==> src/hw/rtl/mssd_pkg.sv <==
// ----------------------------------------------------------------------------
// mssd_pkg
// shared widths, op codes, config indexes and the hex glyph table for the
// multiplexed seven-segment driver
// ----------------------------------------------------------------------------
package mssd_pkg;

    localparam int DIGIT_COUNT_DEF = 14;

    localparam int OP_W    = 3;
    localparam int ADDR_W  = 4;
    localparam int VAL_W   = 32;
    localparam int SEG_W   = 8;
    localparam int COM_W   = 14;
    localparam int POS_W   = 4;
    localparam int NIB_W   = 4;
    localparam int BCD_DIGITS = 10;
    localparam int BCD_W   = BCD_DIGITS * NIB_W;
    localparam int CFG_IDX_W  = 1;
    localparam int CFG_DATA_W = 1;

    localparam logic [OP_W-1:0] OP_TICK  = 3'd0;
    localparam logic [OP_W-1:0] OP_RAW   = 3'd1;
    localparam logic [OP_W-1:0] OP_POINT = 3'd2;
    localparam logic [OP_W-1:0] OP_HEX   = 3'd3;
    localparam logic [OP_W-1:0] OP_DEC   = 3'd4;
    localparam logic [OP_W-1:0] OP_CLEAR = 3'd5;

    localparam logic [CFG_IDX_W-1:0] CFG_SEG_POL = 1'b0;
    localparam logic [CFG_IDX_W-1:0] CFG_COM_POL = 1'b1;

    localparam logic [SEG_W-1:0] HEX_CLAMP = 8'hFF;

    // one write into the digit store per cycle, or a full clear
    typedef struct packed {
        logic              wr;
        logic [ADDR_W-1:0] addr;
        logic [SEG_W-1:0]  data;
        logic              clr;
    } store_cmd_t;

    function automatic logic [SEG_W-1:0] glyph(input logic [NIB_W-1:0] n);
        logic [SEG_W-1:0] g;
        begin
            case (n)
                4'h0: g = 8'b00111111;
                4'h1: g = 8'b00000110;
                4'h2: g = 8'b01011011;
                4'h3: g = 8'b01001111;
                4'h4: g = 8'b01100110;
                4'h5: g = 8'b01101101;
                4'h6: g = 8'b01111101;
                4'h7: g = 8'b00000111;
                4'h8: g = 8'b01111111;
                4'h9: g = 8'b01101111;
                4'hA: g = 8'b01110111;
                4'hB: g = 8'b01111100;
                4'hC: g = 8'b00111101;
                4'hD: g = 8'b01011110;
                4'hE: g = 8'b01111001;
                4'hF: g = 8'b01110001;
                default: g = '0;
            endcase
            return g;
        end
    endfunction

endpackage

==> src/hw/rtl/multiplexed_seven_segment_driver_top.sv <==
// ----------------------------------------------------------------------------
// multiplexed_seven_segment_driver_top
// multiplexed seven-segment display controller: digit store, scan tick,
// raw/point writes, hex and bit-serial decimal display, clear
// ----------------------------------------------------------------------------
// show hex writes two store digits; show decimal runs the bit-serial bcd
//   converter and then makes 10 digit writes to the store
// throughput: one item at a time; the next item is taken once the result
//   moves to the output register, even while that result is still stalled
// reset: store blank, scan position zero, segments and commons off,
//   both polarity registers zero, no result pending
module multiplexed_seven_segment_driver_top #(
    parameter int DIGIT_COUNT = mssd_pkg::DIGIT_COUNT_DEF
) (
    input  logic                              clk,
    input  logic                              rst_n,
    // config write port
    input  logic                              cfg_we,
    input  logic [mssd_pkg::CFG_IDX_W-1:0]    cfg_index,
    input  logic [mssd_pkg::CFG_DATA_W-1:0]   cfg_data,
    // input item channel
    input  logic                              in_valid,
    output logic                              in_stall,
    input  logic [mssd_pkg::OP_W-1:0]         op,
    input  logic [mssd_pkg::ADDR_W-1:0]       digit_index,
    input  logic [mssd_pkg::VAL_W-1:0]        value,
    input  logic [mssd_pkg::SEG_W-1:0]        segment_pattern,
    input  logic                              point_on,
    // result item channel
    output logic                              out_valid,
    input  logic                              out_stall,
    output logic [mssd_pkg::SEG_W-1:0]        segment_lines,
    output logic [mssd_pkg::COM_W-1:0]        common_lines,
    output logic [mssd_pkg::POS_W-1:0]        next_position
);

    localparam logic [mssd_pkg::POS_W-1:0]  LAST_POS  = mssd_pkg::POS_W'(DIGIT_COUNT - 1);
    localparam logic [mssd_pkg::ADDR_W-1:0] DIG_COUNT = mssd_pkg::ADDR_W'(DIGIT_COUNT - 1);
    localparam int WCNT_W = $clog2(mssd_pkg::BCD_DIGITS);
    localparam logic [WCNT_W-1:0] WCNT_LAST = WCNT_W'(mssd_pkg::BCD_DIGITS - 1);

    typedef enum logic [5:0] {
        ST_IDLE  = 6'b000001,
        ST_EXEC  = 6'b000010,
        ST_HEXLO = 6'b000100,
        ST_CONV  = 6'b001000,
        ST_WRITE = 6'b010000,
        ST_DONE  = 6'b100000
    } state_t;

    state_t state_reg, state_next;

    // latched item fields
    logic [mssd_pkg::OP_W-1:0]   op_reg;
    logic [mssd_pkg::ADDR_W-1:0] idx_reg;
    logic [mssd_pkg::SEG_W-1:0]  pattern_reg;
    logic                        point_reg;
    logic [mssd_pkg::SEG_W-1:0]  hex_val_reg;
    logic [mssd_pkg::VAL_W-1:0]  value_reg;

    // display state
    logic [mssd_pkg::POS_W-1:0]  pos_reg, pos_next;
    logic [mssd_pkg::SEG_W-1:0]  seg_drive_reg, seg_drive_next;
    logic [mssd_pkg::COM_W-1:0]  com_drive_reg, com_drive_next;
    logic                        seg_al_reg, com_al_reg;

    // decimal write sequencer
    logic [WCNT_W-1:0]           wcnt_reg, wcnt_next;

    // result register
    logic                        out_valid_reg, out_valid_next;
    logic [mssd_pkg::SEG_W-1:0]  seg_out_reg;
    logic [mssd_pkg::COM_W-1:0]  com_out_reg;
    logic [mssd_pkg::POS_W-1:0]  pos_out_reg;

    mssd_pkg::store_cmd_t        store_cmd;
    logic [mssd_pkg::ADDR_W-1:0] rd_addr;
    logic [mssd_pkg::SEG_W-1:0]  rd_data;

    logic                        accept;
    logic                        load_out;
    logic                        bcd_start;
    logic                        bcd_shift;
    logic                        bcd_done;
    logic [mssd_pkg::NIB_W-1:0]  bcd_digit;
    logic                        idx_ok;

    assign in_stall = (state_reg != ST_IDLE);
    assign accept   = in_valid && !in_stall;
    assign load_out = (state_reg == ST_DONE) && (!out_valid_reg || !out_stall);
    assign idx_ok   = (idx_reg <= DIG_COUNT);

    // set point reads the addressed digit, a tick reads the scan digit
    assign rd_addr = (op_reg == mssd_pkg::OP_POINT) ? idx_reg : pos_reg;

    mssd_store #(
        .DIGIT_COUNT (DIGIT_COUNT)
    ) u_store (
        .clk     (clk),
        .rst_n   (rst_n),
        .cmd     (store_cmd),
        .rd_addr (rd_addr),
        .rd_data (rd_data)
    );

    mssd_bcd u_bcd (
        .clk       (clk),
        .rst_n     (rst_n),
        .start     (bcd_start),
        .value     (value_reg),
        .shift_out (bcd_shift),
        .done      (bcd_done),
        .digit     (bcd_digit)
    );

    // sequencer: one item from accept through its store writes to the result
    always_comb
    begin
        state_next     = state_reg;
        pos_next       = pos_reg;
        seg_drive_next = seg_drive_reg;
        com_drive_next = com_drive_reg;
        wcnt_next      = wcnt_reg;
        store_cmd      = '0;
        bcd_start      = 1'b0;
        bcd_shift      = 1'b0;

        case (state_reg)
            ST_IDLE:
            begin
                if (accept)
                    state_next = ST_EXEC;
            end
            ST_EXEC:
            begin
                state_next = ST_DONE;
                case (op_reg)
                    mssd_pkg::OP_TICK:
                    begin
                        seg_drive_next = rd_data;
                        // positions past the common field width drop out
                        com_drive_next = {{(mssd_pkg::COM_W-1){1'b0}}, 1'b1} << pos_reg;
                        pos_next = (pos_reg == LAST_POS) ? '0 : pos_reg + 1'b1;
                    end
                    mssd_pkg::OP_RAW:
                    begin
                        store_cmd.wr   = idx_ok;
                        store_cmd.addr = idx_reg;
                        store_cmd.data = pattern_reg;
                    end
                    mssd_pkg::OP_POINT:
                    begin
                        store_cmd.wr   = idx_ok;
                        store_cmd.addr = idx_reg;
                        store_cmd.data = {point_reg, rd_data[mssd_pkg::SEG_W-2:0]};
                    end
                    mssd_pkg::OP_HEX:
                    begin
                        // high nibble to position one, low nibble next cycle
                        store_cmd.wr   = 1'b1;
                        store_cmd.addr = mssd_pkg::ADDR_W'(1);
                        store_cmd.data = mssd_pkg::glyph(hex_val_reg[7:4]);
                        state_next     = ST_HEXLO;
                    end
                    mssd_pkg::OP_DEC:
                    begin
                        bcd_start  = 1'b1;
                        state_next = ST_CONV;
                    end
                    mssd_pkg::OP_CLEAR:
                    begin
                        store_cmd.clr  = 1'b1;
                        com_drive_next = '0;
                    end
                    default:
                    begin
                        state_next = ST_DONE;
                    end
                endcase
            end
            ST_HEXLO:
            begin
                store_cmd.wr   = 1'b1;
                store_cmd.addr = '0;
                store_cmd.data = mssd_pkg::glyph(hex_val_reg[3:0]);
                state_next     = ST_DONE;
            end
            ST_CONV:
            begin
                wcnt_next = '0;
                if (bcd_done)
                    state_next = ST_WRITE;
            end
            ST_WRITE:
            begin
                // most significant digit first, to position zero
                store_cmd.wr   = 1'b1;
                store_cmd.addr = mssd_pkg::ADDR_W'(wcnt_reg);
                store_cmd.data = mssd_pkg::glyph(bcd_digit);
                bcd_shift      = 1'b1;
                wcnt_next      = wcnt_reg + 1'b1;
                if (wcnt_reg == WCNT_LAST)
                    state_next = ST_DONE;
            end
            ST_DONE:
            begin
                if (load_out)
                    state_next = ST_IDLE;
            end
            default:
            begin
                state_next = ST_IDLE;
            end
        endcase
    end

    always_comb
    begin
        out_valid_next = out_valid_reg;
        if (load_out)
            out_valid_next = 1'b1;
        else if (!out_stall)
            out_valid_next = 1'b0;
    end

    always_ff @(posedge clk or negedge rst_n)
    begin
        if (!rst_n)
        begin
            state_reg     <= ST_IDLE;
            pos_reg       <= '0;
            seg_drive_reg <= '0;
            com_drive_reg <= '0;
            seg_al_reg    <= 1'b0;
            com_al_reg    <= 1'b0;
            wcnt_reg      <= '0;
            out_valid_reg <= 1'b0;
        end
        else
        begin
            state_reg     <= state_next;
            pos_reg       <= pos_next;
            seg_drive_reg <= seg_drive_next;
            com_drive_reg <= com_drive_next;
            wcnt_reg      <= wcnt_next;
            out_valid_reg <= out_valid_next;
            if (cfg_we)
            begin
                case (cfg_index)
                    mssd_pkg::CFG_SEG_POL: seg_al_reg <= cfg_data[0];
                    mssd_pkg::CFG_COM_POL: com_al_reg <= cfg_data[0];
                    default: ;
                endcase
            end
        end
    end

    // item payload and result payload, no reset needed
    always_ff @(posedge clk)
    begin
        if (accept)
        begin
            op_reg      <= op;
            idx_reg     <= digit_index;
            pattern_reg <= segment_pattern;
            point_reg   <= point_on;
            value_reg   <= value;
            // clamp to one byte for the two hex digits
            hex_val_reg <= (|value[mssd_pkg::VAL_W-1:mssd_pkg::SEG_W])
                           ? mssd_pkg::HEX_CLAMP : value[mssd_pkg::SEG_W-1:0];
        end
        if (load_out)
        begin
            seg_out_reg <= seg_drive_reg ^ {mssd_pkg::SEG_W{seg_al_reg}};
            com_out_reg <= com_drive_reg ^ {mssd_pkg::COM_W{com_al_reg}};
            pos_out_reg <= pos_reg;
        end
    end

    assign out_valid     = out_valid_reg;
    assign segment_lines = seg_out_reg;
    assign common_lines  = com_out_reg;
    assign next_position = pos_out_reg;

    // a new result only ever comes out of the done state
    a_result_from_done: assert property (@(posedge clk) disable iff (!rst_n)
        $rose(out_valid_reg) |-> $past(state_reg == ST_DONE))
        else $error("result register loaded outside the done state");

    // scan position stays inside the store
    a_pos_in_range: assert property (@(posedge clk) disable iff (!rst_n)
        pos_reg <= LAST_POS)
        else $error("scan position beyond last digit");

    // at most one common enabled at a time
    a_common_onehot: assert property (@(posedge clk) disable iff (!rst_n)
        $onehot0(com_drive_reg))
        else $error("more than one common driven");

    // digit writes start only once the converter has finished
    a_write_after_conv: assert property (@(posedge clk) disable iff (!rst_n)
        (state_reg == ST_WRITE) |-> bcd_done)
        else $error("decimal digit written before conversion done");

endmodule

==> src/hw/rtl/mssd_bcd.sv <==
// ----------------------------------------------------------------------------
// mssd_bcd
// bit-serial binary to bcd converter (shift and add three), one input bit
// per cycle, digits then shifted out most significant first
// ----------------------------------------------------------------------------
module mssd_bcd (
    input  logic                          clk,
    input  logic                          rst_n,
    input  logic                          start,
    input  logic [mssd_pkg::VAL_W-1:0]    value,
    input  logic                          shift_out,
    output logic                          done,
    output logic [mssd_pkg::NIB_W-1:0]    digit
);

    localparam int CNT_W = $clog2(mssd_pkg::VAL_W + 1);
    localparam logic [CNT_W-1:0] CNT_END = CNT_W'(mssd_pkg::VAL_W);

    logic [mssd_pkg::VAL_W-1:0] bin_reg, bin_next;
    logic [mssd_pkg::BCD_W-1:0] bcd_reg, bcd_next;
    logic [mssd_pkg::BCD_W-1:0] bcd_adj;
    logic [CNT_W-1:0]           cnt_reg, cnt_next;

    // add three to every digit of five or more before the shift
    always_comb
    begin
        for (int i = 0; i < mssd_pkg::BCD_DIGITS; i++)
        begin
            if (bcd_reg[i*mssd_pkg::NIB_W +: mssd_pkg::NIB_W] >= 4'd5)
                bcd_adj[i*mssd_pkg::NIB_W +: mssd_pkg::NIB_W] =
                    bcd_reg[i*mssd_pkg::NIB_W +: mssd_pkg::NIB_W] + 4'd3;
            else
                bcd_adj[i*mssd_pkg::NIB_W +: mssd_pkg::NIB_W] =
                    bcd_reg[i*mssd_pkg::NIB_W +: mssd_pkg::NIB_W];
        end
    end

    assign done  = (cnt_reg == CNT_END);
    assign digit = bcd_reg[mssd_pkg::BCD_W-1 -: mssd_pkg::NIB_W];

    always_comb
    begin
        bin_next = bin_reg;
        bcd_next = bcd_reg;
        cnt_next = cnt_reg;
        if (start)
        begin
            bin_next = value;
            bcd_next = '0;
            cnt_next = '0;
        end
        else if (!done)
        begin
            bcd_next = {bcd_adj[mssd_pkg::BCD_W-2:0], bin_reg[mssd_pkg::VAL_W-1]};
            bin_next = {bin_reg[mssd_pkg::VAL_W-2:0], 1'b0};
            cnt_next = cnt_reg + 1'b1;
        end
        else if (shift_out)
        begin
            bcd_next = {bcd_reg[mssd_pkg::BCD_W-mssd_pkg::NIB_W-1:0],
                        {mssd_pkg::NIB_W{1'b0}}};
        end
    end

    always_ff @(posedge clk or negedge rst_n)
    begin
        if (!rst_n)
            cnt_reg <= CNT_END;
        else
            cnt_reg <= cnt_next;
    end

    always_ff @(posedge clk)
    begin
        bin_reg <= bin_next;
        bcd_reg <= bcd_next;
    end

endmodule

==> src/hw/rtl/mssd_store.sv <==
// ----------------------------------------------------------------------------
// mssd_store
// digit store: one segment byte per position, one write per cycle, full
// clear, one read port
// ----------------------------------------------------------------------------
module mssd_store #(
    parameter int DIGIT_COUNT = mssd_pkg::DIGIT_COUNT_DEF
) (
    input  logic                          clk,
    input  logic                          rst_n,
    input  mssd_pkg::store_cmd_t          cmd,
    input  logic [mssd_pkg::ADDR_W-1:0]   rd_addr,
    output logic [mssd_pkg::SEG_W-1:0]    rd_data
);

    logic [mssd_pkg::SEG_W-1:0] store_reg [DIGIT_COUNT];

    // out of range addresses match no entry, so writes there are dropped
    always_ff @(posedge clk or negedge rst_n)
    begin
        if (!rst_n)
        begin
            for (int i = 0; i < DIGIT_COUNT; i++)
                store_reg[i] <= '0;
        end
        else
        begin
            for (int i = 0; i < DIGIT_COUNT; i++)
            begin
                if (cmd.clr)
                    store_reg[i] <= '0;
                else if (cmd.wr && (cmd.addr == mssd_pkg::ADDR_W'(i)))
                    store_reg[i] <= cmd.data;
            end
        end
    end

    always_comb
    begin
        rd_data = '0;
        for (int i = 0; i < DIGIT_COUNT; i++)
        begin
            if (rd_addr == mssd_pkg::ADDR_W'(i))
                rd_data = store_reg[i];
        end
    end

endmodule

==> config.mk <==
export PLATFORM = sky130hd
export DESIGN_NAME = multiplexed_seven_segment_driver_top
export DESIGN_NICKNAME = d
export VERILOG_FILES = /design/src/hw/rtl/mssd_pkg.sv /design/src/hw/rtl/multiplexed_seven_segment_driver_top.sv /design/src/hw/rtl/mssd_bcd.sv /design/src/hw/rtl/mssd_store.sv
export SDC_FILE = /design/constraint.sdc
export NUM_CORES = 1
export LEC_CHECK = 0
export ABC_CLOCK_PERIOD_IN_PS = 4700
export CORE_MARGIN = 2
export CORE_UTILIZATION = 64
export DETAILED_ROUTE_END_ITERATION = 8
export DONT_BUFFER_PORTS = 1
export HOLD_SLACK_MARGIN = 0.06
export PLACE_DENSITY = 0.84
export SLEW_MARGIN = 0
export SYNTH_ARGS = -nofsm -noshare
export SYNTH_HDL_FRONTEND = slang
export SYNTH_SLANG_ARGS = --single-unit
==> constraint.sdc <==
create_clock -name clk -period 4.7 [get_ports clk]
set_input_delay 0.705 -clock clk [delete_from_list [all_inputs] [get_ports clk]]
set_output_delay 0.705 -clock clk [all_outputs]
set_load 0.005 [all_outputs]
# Yosys cells after proc, flatten, opt, wreduce, memory -nomap -nowiden
# Memories as Yosys holds them, arrays and structs flattened. A register that Yosys moved wholly into a read port is not among the register bits.
# Index checks and enable logic that the tools add are counted.
# totals
regBits	311
latch_bits	0
ramBits	0
rom_bits	336
inputBits	55
out_inout_bits	28
wordCells	241
n_memories	3
# mem_list
name	words	word_bits	rd	rd_ports_with_merged_regs	write_ports	line	rtl
(name not given)	16	7	1	1	0	mssd_pkg.sv:45	case (n)
(name not given)	16	7	1	1	0	mssd_pkg.sv:45	
(name not given)	16	7	1	1	0	mssd_pkg.sv:45	
# op_classes
add_sub_neg	13
mul	0
div	0
n_lt_le_gt_ge	11
eq_ne	48
shift	1
muxes	83
n_bitwise	3
n_reduce_logical	45
# op_table
operator	count
8-bit two-way mux	42
40-bit two-way mux	2
13-bit case mux with 3 select lines	2
4-bit two-way mux	17
32-bit two-way mux	2
4-bit == test, second input constant	14
4-bit by 3-bit greater-or-equal comparator with 1-bit output, second input constant	10
4-bit by 2-bit adder with 4-bit output, second input constant	9
6-bit two-way mux	6
6-bit case mux with 6 select lines	1
4-bit by 3-bit == test with 1-bit output, second input constant	8
2-bit nonzero test	16
14-bit case mux with 2 select lines	1
24-bit OR reduction	1
4-bit by 2-bit == test with 1-bit output, second input constant	4
1-bit logical AND	16
1-bit by 4-bit left shift with 14-bit output, first input constant	1
14-bit bitwise XOR	1
6-bit == test, second input constant	2
2-bit != test, second input constant	6
6-bit case mux with 2 select lines	1
4-bit by 1-bit adder with 4-bit output, second input constant	2
4-bit by 1-bit == test with 1-bit output, second input constant	2
4-bit logical NOT	2
23 further kinds	36

# Longest topological paths before layout
# Gate-level depths: netlist (run 1).
# logic_depth
depth_word	23
ltp_mapped	12
ltp_nobuf	10

# By module
# A second synthesis (run 1) with hierarchy kept.
# hier_totals
hier_cells	1482
hier_area_um2	16478.3
# by_module_without_submodules
mod	instances	cells_per_inst	area_per_inst_um2	seq_area_each_um2
multiplexed_seven_segment_driver_top	1	507	6274.8	3719.8
mssd_store	1	583	5903.2	2802.7
mssd_bcd	1	392	4300.4	1913.1

# Least setup slack after synthesis (run 1)
# No wires, ideal clock.
# synth_timing
path_kind	in2reg
startpoint	input port in_valid
endpoint	register (tool-made name)
setup_ns	0.080
arrival_time_ns	3.719
path_slack_ns	0.901
stages	7
n_path_buf	0
path_cell_list	nand4b_1 -> clkinv_1 -> mux2i_1 -> inv_1 -> ha_1 -> mux2_2 -> a22oi_1
# synth_lines
item	line	rtl
start, declared	multiplexed_seven_segment_driver_top.sv:22	input logic in_valid,

==> results of run 1 <==
metrics by stage:
step,setup slack [ps],area [um2],power [uW]
3_5_place_dp,1051,17040,6931
3_3_place_gp,1267,17040,6760
6_report,952.9,18220,9779
4_1_cts,1019,18210,9728
5_1_grt,563.8,18220,10280
2_1_floorplan,901.0,16830,6225
report_power, final:
part           total, uW  internal (uW)  switching, uW  leakage [uW]
combinational       2830           1150           1680       0.00311
clock               2760           1580           1170      0.000554
sequential          4200           3680            516       0.00378
path summary, 6_finish.rpt:
kind / startpoint / to / slack, ps
setup reg to reg: state_reg[1] / flop / 950
setup / recovery: state_reg[1] / flop / 950
hold reg to reg: com_drive_reg[13] / com_drive_reg[13] / 500
min in group clk: value[17] / value_reg[17] / 260
max in group asynchronous: rst_n / u_store.store_reg[92] / 3920
hold / removal: rst_n / u_store.store_reg[7] / 190
final cells by class:
cell class / instances / area [um2]
flip-flops and latches: 332 / 8576
fillers: 1818 / 7687
multi-input cells: 1139 / 7607
clock buffers: 51 / 977.2
well taps: 335 / 419.2
repair buffers: 35 / 290.3
inverters: 51 / 191.4
clock inverters: 15 / 162.7
metal layers:
| metal | vias up | track usage, % |
|---|---|---|
| met5 | - | 0 |
| met4 | 4 | 12.67 |
| met3 | 154 | 8.699 |
| met2 | 760 | 48.85 |
| met1 | 6443 | 42.30 |
| li1 | 5984 | - |
placed cells by master (no fill, tap or decap), drive strengths merged, types with 8 or more instances in the layout:
| master | count |
|---|---|
| o311ai | 21 |
| mux2 | 38 |
| mux2i | 43 |
| o31ai | 30 |
| o22ai | 8 |
| nor4 | 10 |
| xnor2 | 14 |
| nand2b | 37 |
| clkinv | 9 |
| nand2 | 189 |
| and2 | 9 |
| a32o | 12 |
| inv | 54 |
| nor3 | 16 |
| a211oi | 62 |
| nand3 | 102 |
| a222oi | 8 |
| xor2 | 27 |
| a22o | 9 |
| dfxtp | 61 |
| a22oi | 26 |
| a21oi | 63 |
| clkbuf | 51 |
| a32oi | 9 |
| edfxtp | 114 |
| a221oi | 11 |
| or2 | 14 |
| nor3b | 10 |
| dfrtp | 155 |
| nand4 | 12 |
| buf | 35 |
| o41ai | 8 |
| o21ai | 98 |
| and3 | 16 |
| nor2b | 15 |
| ha | 45 |
| nor2 | 85 |
worst max-delay path, cell delays in order (launching register included):
cell	delay (ps)
dfrtp_1	450
nor4_2	430
nand2_1	630
nor2_1	270
a21oi_1	80
a211oi_1	740
inv_1	230
ha_1	300
o22a_1	230
o22ai_1	260
logic make-up after synthesis:
logic type               share of synthesized area [%]
AO/OA/AOI/OAI                                    17.99
XOR/XNOR                                         2.134
adder cells (fa/ha/maj)                          3.405
buffers and inverters                            4.014
flip-flops                                       50.95
multiplexers                                     5.166
AND/OR/NAND/NOR                                  16.34
==> parameters.txt, run 1 <==
Parameter                              Value

Yosys
  Post-synth cell types    87
  Most instantiated flip-flop cell in the synthesis netlist    dfrtp_1
  Post-synth design cell area    16,830 um2
  FFs w/ async S/R, synth    47.29%
  Most area-hungry cell type in the Yosys netlist    dfrtp_1
  Number of enable-type register cells in the synthesized netlist    114
  Mapped Nets    1,731
  Ranking of synthesized cells by area    dfrtp_1 23%, edfxtp_1 20%, dfxtp_1 7.3%, nand2_1 4.2%, ha_1 3.3%
  Sequential area share after synthesis    50.95%
  Post-synthesis sequential element count    332
  Total number of yosys warnings    0
  Library cell with the highest instance count after synthesis    nand2_1
  Most instantiated cells after synthesis    189 x nand2_1, 155 x dfrtp_1, 114 x edfxtp_1
  Average cell area after synthesis    10.32 um2
  Top-area cell type share of the netlist area    23.04%
  Synthesized instance count    1,631

Clocking
  Num CTS Buffers    36
  Hold buffer count at CTS    1
  Clock network latency to the later pin of the worst-skew pair    530 ps
  Clock buffer depth    3
  Root buffer selected by CTS    clkbuf_16
  Post-CTS setup buffer count    0
  Clock slew at the register clock pins of the worst setup and hold paths    60 ps
  Total clock sinks    332
  CTS HTree Levels    2
  TritonCTS clock tree    done
  CTS-repair resized insts    0

Timing
  Transition time at the pin with the least slew margin    1262 ps
  Total count of hold-check failures in the final report    0
  Worst Hold Slack    188.6 ps
  Max-Slew Margin vs Limit    15.86%
  Unrepaired setup endpoints after global routing    false
  Slew Limit Fails    0
  Setup-violating endpoint count in the final report    0
  Final min period    3747 ps
  Final sum of negative setup slack    0 ps
  Clock tree skew after final layout    11.04 ps
  Fin crit share    79.72%
  Highest attainable clock frequency    0.2669 GHz

Setup path
  Element type at the critical path start    flop
  Worst reg2reg path depth    9
  Type of the worst setup path    flop to flop
  Data arrival at the endpoint of the critical path    4170 ps
  Critical path capture point type    flop
  Crit Path Max Fanout    22
  Required time reported for the critical path endpoint    5120 ps

Drt
  Vias after detailed routing    13,350
  Topmost layer with routed signal wires    met5
  Aggregate routed wire length    43,820 um
  Iteration-0 DRC count of the detailed router    1,607
  Remaining antenna violation count    0
  Detailed-route wire length on metal 1    17,390 um
  Met2 routed WL    19,840 um
  Total iterations of the first detailed-routing run    9
  Met3 wire len    4814 um
  Vias per Instance    6.816
  Mean routed wirelength per cell    22.38 um
  Total DRC errors in the routed layout    0

Layout
  Layout overhead on the synthesized area    8.274%
  Fraction of final layout cells sized beyond drive strength 1    10.91%
  Filler-free cell count of the finished design    1,958
  Final net count    1,695
  Final core occ    70.33%
  Antenna cell count    0
  Flip-flop count of the largest register after layout    112

Flow run
  Max-capacitance violation count    0

Placed design
  Count of port buffers added during placement    0
  Number of placed cells counting well taps    1,890
  HPWL after detailed placement    28,450 um
  Final Wtd Congestion    0.9764

Power
  Cell leakage power    0.007442 uW
  Maximum VDD drop    0.5317 mV
  Power per cell area    536.6 nW/um2

Status
  Run status    finished, final reports clean

Global routing
  Antenna violations before repair    2
  Overall track demand over capacity in global routing    31.49%
  Pin count of the biggest net entering global routing    158
  Wire length of the first global-routing pass    70,280 um
  Total congestion overflow after global routing    0
  Via count of the first global-routing pass    13,060

Floorplanning
  Count of pins on the block boundary    83
  Total Die Area    27,610 um2
  Initial standard-cell utilization of the core    64.96%
  FP Rows    59
  Die H    166.2 um
  Core Area    25,910 um2
  Die Width    166.2 um

Worst hold path
  Path type of the worst min-delay path    input port to asynchronous set/reset pin
Power figures use the tool's default switching activity.
==> run 2, diff against run 1 <==
--- a/config.mk
+++ b/config.mk
@@ -5,7 +5,8 @@
 export SDC_FILE = /design/constraint.sdc
 export NUM_CORES = 1
 export LEC_CHECK = 0
-export ABC_CLOCK_PERIOD_IN_PS = 4700
+export ABC_AREA = 1
+export ABC_CLOCK_PERIOD_IN_PS = 3700
 export CORE_MARGIN = 2
 export CORE_UTILIZATION = 64
 export DETAILED_ROUTE_END_ITERATION = 8
==> constraint.sdc (replaced) <==
create_clock -name clk -period 3.7 [get_ports clk]
set_input_delay 0.555 -clock clk [delete_from_list [all_inputs] [get_ports clk]]
set_output_delay 0.555 -clock clk [all_outputs]
set_load 0.005 [all_outputs]
==> run 2 against run 1 <==
Effect of this change: the flow now finishes with violations (hold timing); sequential share of layout area rose by 2.1 points; routed wire length fell by 15%; register-to-register slack got worse by 680 ps; sequential power rose by 37%; clock skew rose by 13 ps; first-iteration DRC count fell by 10%; sequential cell count did not move; non-clock buffer count fell by 13; critical path depth rose by 10; die area fell by 5.4%; clock power rose by 28%; critical path type unchanged.
==> parameters.txt, run 2 <==
Parameter                              Value

Status
  Run status    complete, but fails checks (was finished, final reports clean)
  Violated checks    hold timing

Yosys
  Post-synthesis sequential element count    332 (unchanged)
  Mapped Nets    1,950 (was 1,731)
  Total number of yosys warnings    0 (unchanged)
  Area fraction in and, or, nand and nor cells after synthesis    24.74% (was 16.34%)
  Synthesized-area fraction occupied by adder cells    3.541% (was 3.405%)
  Post-synth design cell area    15,900 um2 (was 16,830 um2)
  Most instantiated cells after synthesis    663 x nand2_1, 180 x inv_1, 155 x dfrtp_1 (was 189 x nand2_1, 155 x dfrtp_1, 114 x edfxtp_1)
  Share of the synthesized area in compound gates (AO/OA/AOI/OAI)    9.355% (was 17.99%)
  Post-synth cell types    57 (was 87)
  Average cell area after synthesis    8.596 um2 (was 10.32 um2)
  Xor/xnor cell area share of the yosys netlist    2.203% (was 2.134%)
  Top-area cell type share of the netlist area    24.39% (was 23.04%)
  Sequential area share after synthesis    53.93% (was 50.95%)
  FFs w/ async S/R, synth    47.29% (unchanged)
  Library cell with the highest instance count after synthesis    nand2_1 (unchanged)
  Most area-hungry cell type in the Yosys netlist    dfrtp_1 (unchanged)
  Most instantiated flip-flop cell in the synthesis netlist    dfrtp_1 (unchanged)
  Post-synthesis mux area share    0% (was 5.167%)
  Main combinational cell family by area after synthesis    simple AND/OR/NAND/NOR gates (was compound AO/OA/AOI/OAI gates)
  Synthesized instance count    1,850 (was 1,631)
  Number of enable-type register cells in the synthesized netlist    114 (unchanged)
  Ranking of synthesized cells by area    dfrtp_1 24%, edfxtp_1 22%, nand2_1 16%, dfxtp_1 7.7%, inv_1 4.2% (was dfrtp_1 23%, edfxtp_1 20%, dfxtp_1 7.3%, nand2_1 4.2%, ha_1 3.3%)

Layout
  Filler-free cell count of the finished design    2,215 (was 1,958)
  Layout overhead on the synthesized area    9.599% (was 8.274%)
  Fraction of final layout cells sized beyond drive strength 1    9.216% (was 10.91%)
  Most frequent cells in the layout    663 x nand2_1, 179 x inv_1, 155 x dfrtp_1 (was 189 x nand2_1, 155 x dfrtp_1, 114 x edfxtp_1)
  Flip-flop count of the largest register after layout    112 (unchanged)
  Final net count    1,961 (was 1,695)
  Design area    17,430 um2 (was 18,220 um2)
  Most common library cell in the layout ignoring fill and taps    nand2_1 (unchanged)

Placed design
  Cell Area, Placed    16,260 um2 (was 17,040 um2)
  HPWL after detailed placement    24,940 um (was 28,450 um)
  Number of placed cells counting well taps    2,148 (was 1,890)
  Count of port buffers added during placement    0 (unchanged)
  Final Wtd Congestion    0.9257 (was 0.9764)
  Worst setup slack before clock tree synthesis    461.8 ps (was 1051 ps)

Global routing
  Antenna violations before repair    3 (was 2)
  Total congestion overflow after global routing    0 (unchanged)
  Via count of the first global-routing pass    12,400 (was 13,060)
  Overall track demand over capacity in global routing    28.36% (was 31.49%)
  Wire length of the first global-routing pass    60,060 um (was 70,280 um)
  Pin count of the biggest net entering global routing    158 (unchanged)

Drt
  Aggregate routed wire length    37,100 um (was 43,820 um)
  Total DRC errors in the routed layout    0 (unchanged)
  Total iterations of the first detailed-routing run    7 (was 9)
  Mean routed wirelength per cell    16.75 um (was 22.38 um)
  Vias per Instance    5.802 (was 6.816)
  Iteration-0 DRC count of the detailed router    1,447 (was 1,607)
  Remaining antenna violation count    0 (unchanged)
  Vias after detailed routing    12,850 (was 13,350)

Timing
  Final min period    3431 ps (was 3747 ps)
  Total count of hold-check failures in the final report    157 (was 0)
  Fin crit share    92.73% (was 79.72%)
  Highest attainable clock frequency    0.2915 GHz (was 0.2669 GHz)
  Least setup slack across all paths after layout    269.0 ps (was 952.9 ps)
  Clock tree skew after final layout    23.70 ps (was 11.04 ps)
  Setup-violating endpoint count in the final report    0 (unchanged)
  Worst Hold Slack    -269.7 ps (was 188.6 ps)
  Slew Limit Fails    0 (unchanged)
  Transition time at the pin with the least slew margin    805.0 ps (was 1262 ps)
  Max-Slew Margin vs Limit    46.34% (was 15.86%)
  Final sum of negative setup slack    0 ps (unchanged)
  Unrepaired setup endpoints after global routing    false (unchanged)

Setup path
  Crit Path Max Fanout    20 (was 22)
  R2R setup slack    270 ps (was 950 ps)
  Type of the worst setup path    flop to flop (unchanged)
  Data arrival at the endpoint of the critical path    3890 ps (was 4170 ps)
  Element type at the critical path start    flop (unchanged)
  Critical path capture point type    flop (unchanged)
  Required time reported for the critical path endpoint    4160 ps (was 5120 ps)

Floorplanning
  FP Rows    57 (was 59)
  Die Width    161.6 um (was 166.2 um)
  Total Die Area    26,120 um2 (was 27,610 um2)
  Count of pins on the block boundary    83 (unchanged)
  Core Area    24,390 um2 (was 25,910 um2)
  Die H    161.6 um (was 166.2 um)
  Initial standard-cell utilization of the core    65.20% (was 64.96%)

Clocking
  Clock buffer depth    3 (unchanged)
  Post-CTS setup buffer count    0 (unchanged)
  CTS-repair resized insts    0 (unchanged)
  TritonCTS clock tree    done (unchanged)
  Total clock sinks    332 (unchanged)
  Clock slew at the register clock pins of the worst setup and hold paths    70 ps (was 60 ps)
  Clock network latency to the later pin of the worst-skew pair    520 ps (was 530 ps)
  Num CTS Buffers    35 (was 36)
  CTS HTree Levels    2 (unchanged)
  Root buffer selected by CTS    clkbuf_16 (unchanged)

Power
  Maximum VDD drop    0.7415 mV (was 0.5317 mV)
  Power per cell area    811.9 nW/um2 (was 536.6 nW/um2)
  Cell leakage power    0.008538 uW (was 0.007442 uW)

Worst hold path
  Path type of the worst min-delay path    input port to asynchronous set/reset pin (unchanged)

Flow run
  Max-capacitance violation count    0 (unchanged)
[run 2: cell count changes in the layout (fill, tap and decap cells not counted), sizes merged, moves of 38 or more]
cell / previous run / this run
a211oi: 62 / 4
inv: 54 / 205
mux2: 38 / 0
mux2i: 43 / 0
nand2: 189 / 680
nor2: 85 / 123
[run 2: critical path, cell delays in order, from the launching register on]
cell and delay [ps]:
edfxtp_1 440, inv_2 290, nand3_4 150, nand2_1 100, nand2_2 110, nor2_2 570, nand3_1 160, nand3_1 150
o21bai_1 90, nand3_1 100, nand2_1 110, nand4_1 100, nand2_1 70, nand2_1 110, nand3_1 100, nand2_1 90
nand2_1 70, nand2_2 360, nand2_1 120, nand2_1 80
[run 2: layout make-up]
class	instances	area [um2]
clock buffers	45	959.7
flip-flops and latches	332	8576
repair buffers	22	165.2
diodes	3	7.507
multi-input cells	1266	6347
well taps	324	405.4
inverters	204	765.7
clock inverters	19	202.7
fillers	1726	6962
[run 2: where the power goes]
part | leakage [uW] | switching [uW] | total, uW | internal, uW
registers | 0.00378 | 654 | 5750 | 5100
logic | 0.00419 | 3230 | 4880 | 1660
clock network | 0.000569 | 1450 | 3520 | 2070
[run 2: logic make-up after synthesis]
| kind of cell | Yosys count |
|---|---|
| and+or+nand+nor | 942 |
| buffers and inverters | 252 |
| xor gates and xnor gates | 40 |
| adders and majority gates | 45 |
| DFF | 332 |
| AOI/OAI and AO/OA | 239 |
[run 2: stage by stage]
| step | power [uW] | util [%] |
|---|---|---|
| 2_1_floorplan | 9333 | - |
| 3_3_place_gp | 10240 | 66.66 |
| 3_5_place_dp | 10520 | 66.66 |
| 4_1_cts | 14080 | 71.43 |
| 5_1_grt | 15090 | 71.44 |
| 6_report | 14150 | 71.46 |
[run 2: final timing paths]
check	cells after the start	startpoint	endpoint
setup / recovery	19	op_reg[2]	u_store.store_reg[53]
hold / removal	0	rst_n	u_store.store_reg[68]
setup reg to reg	19	op_reg[2]	u_store.store_reg[53]
hold reg to reg	2	u_bcd.bin_reg[31]	u_bcd.bcd_reg[0]
max in group asynchronous	0	rst_n	state_reg[0]
min in group clk	0	value[22]	value_reg[22]
[run 2: per-layer routing]
| layer | share of wire [%] | GRT usage, % | vias to the layer above |
|---|---|---|---|
| li1 | - | - | 6043 |
| met1 | 42 | 39.90 | 6065 |
| met2 | 46 | 45.88 | 656 |
| met3 | 10 | 4.879 | 85 |
| met4 | 2.2 | 8.206 | 2 |
| met5 | 0.043 | 0 | - |
==> run 3, diff against run 2 <==
--- a/config.mk
+++ b/config.mk
@@ -11,6 +11,7 @@
 export CORE_UTILIZATION = 64
 export DETAILED_ROUTE_END_ITERATION = 8
 export DONT_BUFFER_PORTS = 1
+export GPL_TIMING_DRIVEN = 0
 export HOLD_SLACK_MARGIN = 0.06
 export PLACE_DENSITY = 0.84
 export SLEW_MARGIN = 0
==> run 3 against run 2 <==
Effect of this change: die area unchanged; first-iteration DRC count down 15%; the flow still finishes with violations (hold timing); critical endpoint is now u_store.store_reg[22]; sequential power down 0.9%; total power up 3.3%; clock skew down 11 ps; combinational power up 3%.
==> parameters.txt, run 3 (synthesis gave the netlist of run 2 again) <==
Parameter                              Value

Floorplanning
  Count of pins on the block boundary    83 (unchanged)
  FP Rows    57 (unchanged)
  Die Width    161.6 um (unchanged)
  Core Area    24,390 um2 (unchanged)
  Total Die Area    26,120 um2 (unchanged)
  Initial standard-cell utilization of the core    65.20% (unchanged)
  Die H    161.6 um (unchanged)

Timing
  Final min period    3470 ps (was 3431 ps)
  Fin crit share    93.77% (was 92.73%)
  Transition time at the pin with the least slew margin    1257 ps (was 805.0 ps)
  Worst Hold Slack    -262.2 ps (was -269.7 ps)
  Least setup slack across all paths after layout    230.4 ps (was 269.0 ps)
  Total count of hold-check failures in the final report    155 (was 157)
  Clock tree skew after final layout    12.39 ps (was 23.70 ps)
  Final sum of negative setup slack    0 ps (unchanged)
  Max-Slew Margin vs Limit    16.08% (was 46.34%)
  Setup-violating endpoint count in the final report    0 (unchanged)
  Unrepaired setup endpoints after global routing    false (unchanged)
  Highest attainable clock frequency    0.2882 GHz (was 0.2915 GHz)
  Slew Limit Fails    0 (unchanged)

Setup path
  Worst reg2reg endpoint    u_store.store_reg[22] (was u_store.store_reg[53])
  R2R setup slack    230 ps (was 270 ps)
  Critical R2R Launch    op_reg[2] (unchanged)
  Launching instance or port of the critical path    op_reg[2] (unchanged)
  Slowest CP cell    edfxtp_1 (was nor2_2)
  Worst path bufs/invs    3 (was 1)
  Data arrival at the endpoint of the critical path    3870 ps (was 3890 ps)
  Crit Path Max Fanout    10 (was 20)
  Element type at the critical path start    flop (unchanged)
  Critical path capture point type    flop (unchanged)
  Worst reg2reg path depth    22 (was 19)
  Kind of cell adding the most delay to the critical path    simple AND/OR/NAND/NOR gates (unchanged)
  Required time reported for the critical path endpoint    4100 ps (was 4160 ps)
  Cell depth of the worst setup path    22 (was 19)
  Type of the worst setup path    flop to flop (unchanged)
  CP dominant cell by count    nand2_1 (unchanged)
  Setup crit end    u_store.store_reg[22] (was u_store.store_reg[53])
  Critical-path cell list    inv_2 > nand2_2 > nor2_4 > nand2_1 > nand2_2 > nor2_4 > buf_6 > nand3_1 > nand2_1 > nor2_1 > nand4_1 > nor2_1 > nand4_1 > nand2_1 > nand4_1 > nand2_1 > nand2_1 > nand2_1 > nand2_2 > buf_2 > nand2_1 > nand2_1 (was inv_2 > nand3_4 > nand2_1 > nand2_2 > nor2_2 > nand3_1 > nand3_1 > o21bai_1 > nand3_1 > nand2_1 > nand4_1 > nand2_1 > nand2_1 > nand3_1 > nand2_1 > nand2_1 > nand2_2 > nand2_1 > nand2_1)
  Largest stage delay on the critical path    460 ps (was 570 ps)

Global routing
  Wire length of the first global-routing pass    60,890 um (was 60,060 um)
  Overall track demand over capacity in global routing    28.89% (was 28.36%)
  Antenna violations before repair    2 (was 3)
  Pin count of the biggest net entering global routing    158 (unchanged)
  Via count of the first global-routing pass    12,510 (was 12,400)
  Total congestion overflow after global routing    0 (unchanged)

Layout
  Layout overhead on the synthesized area    10.98% (was 9.599%)
  Fraction of final layout cells sized beyond drive strength 1    8.920% (was 9.216%)
  Flip-flop count of the largest register after layout    112 (unchanged)
  Most common library cell in the layout ignoring fill and taps    nand2_1 (unchanged)
  Antenna cell count    0 (was 3)
  Most frequent cells in the layout    663 x nand2_1, 180 x inv_1, 155 x dfrtp_1 (was 663 x nand2_1, 179 x inv_1, 155 x dfrtp_1)
  Final net count    1,990 (was 1,961)
  Final core occ    72.36% (was 71.46%)

Status
  Run status    complete, but fails checks (unchanged)
  Violated checks    hold timing (unchanged)

Drt
  Iteration-0 DRC count of the detailed router    1,235 (was 1,447)
  Vias per Instance    5.768 (was 5.802)
  Remaining antenna violation count    0 (unchanged)
  Vias after detailed routing    12,930 (was 12,850)
  Aggregate routed wire length    37,180 um (was 37,100 um)
  Mean routed wirelength per cell    16.59 um (was 16.75 um)
  Total DRC errors in the routed layout    0 (unchanged)
  Total iterations of the first detailed-routing run    6 (was 7)

Power
  Net Switching    5388 uW (was 5333 uW)
  Cell leakage power    0.008632 uW (was 0.008538 uW)
  Sw frac    36.87% (was 37.68%)
  Post-layout power    14,620 uW (was 14,150 uW)
  Power per cell area    828.1 nW/um2 (was 811.9 nW/um2)
  Part of the power in registers    39.0% (was 40.6%)
  Maximum VDD drop    0.6555 mV (was 0.7415 mV)
  Clock network fraction of total power    26.5% (was 24.9%)
  Part of the total power dissipated in combinational logic    34.5% (about the same)
  Internal Pwr Total    9227 uW (was 8818 uW)

Placed design
  Worst setup slack before clock tree synthesis    -405.1 ps (was 461.8 ps)
  Count of port buffers added during placement    0 (unchanged)
  HPWL after detailed placement    25,640 um (was 24,940 um)
  Final Wtd Congestion    0.9032 (was 0.9257)

Clocking
  Num CTS Buffers    35 (unchanged)
  Root buffer selected by CTS    clkbuf_16 (unchanged)
  CTS HTree Levels    2 (unchanged)
  Clock slew at the register clock pins of the worst setup and hold paths    60 ps (was 70 ps)
  Total clock sinks    332 (unchanged)
  Clock network latency to the later pin of the worst-skew pair    520 ps (about the same)
  Clock buffer depth    3 (unchanged)
  TritonCTS clock tree    done (unchanged)

Worst hold path
  Path type of the worst min-delay path    input port to asynchronous set/reset pin (unchanged)

Flow run
  Max-capacitance violation count    0 (unchanged)
run 3: changes by cell type in the layout (fill, tap and decap cells not counted), moves of 2 or more:
cell / previous run / this run
clkbuf_2: 2 / 0
clkbuf_1: 3 / 32
bufinv_16: 3 / 9
clkinvlp_4: 3 / 1
buf_2: 0 / 8
buf_4: 22 / 9
diode_2: 3 / 0
run 3: per-layer routing:
layer,vias up,routed length (um),global-route usage [%]
met5,-,27,0
li1,6092,-,-
met3,80,3264,6.651
met1,6164,15670,39.71
met4,4,775,8.689
met2,587,17440,46.35
run 3: per-stage QoR:
step	instance area, um2	hold WS, ps	std cells
after floorplan	15900	259.4	1850
after global placement	16310	267.4	2174
after detailed placement	16330	267.6	2175
after CTS	17610	-269.7	2239
after global routing	17650	-269.5	2241
final	17650	-262.2	2241
run 3: worst min path at each step:
| stage | startpoint | endpoint | slack (ps) | cells after the start |
|---|---|---|---|---|
| 2_1_floorplan | rst_n | com_al_reg | 260 | 0 |
| 3_3_place_gp | rst_n | u_store.store_reg[65] | 270 | 0 |
| 3_5_place_dp | rst_n | u_store.store_reg[65] | 270 | 0 |
| 4_1_cts | rst_n | u_store.store_reg[73] | -270 | 0 |
| 5_1_grt | rst_n | u_store.store_reg[33] | -270 | 0 |
| 6_report | rst_n | u_store.store_reg[65] | -260 | 0 |
run 3: repair_timing:
item | in CTS | in global routing
endpoints found under the setup margin | 14 | 28
buffers inserted | 0 | 2
pin swaps | 0 | 2
hold endpoints to repair | 157 | 157
resized for setup | 1 | 6
run 3: area by class of cell:
class                   count  area [um2]
plain buffers              48       240.2
flip-flops and latches    332        8576
inverters                 204       765.7
clock buffers              40       924.6
repair buffers              3       30.03
multi-input cells        1266        6347
clock inverters            24       359.1
fillers                  1721        6743
well taps                 324       405.4
run 3: power groups by stage:
stage	Clock, uW	Sequential, uW	Combinational [uW]
6_report	3880	5700	5040
5_1_grt	4050	5810	5670
4_1_cts	3900	5690	4920
3_5_place_dp	0	5750	4810
3_3_place_gp	0	5710	4560
2_1_floorplan	0	5550	3780
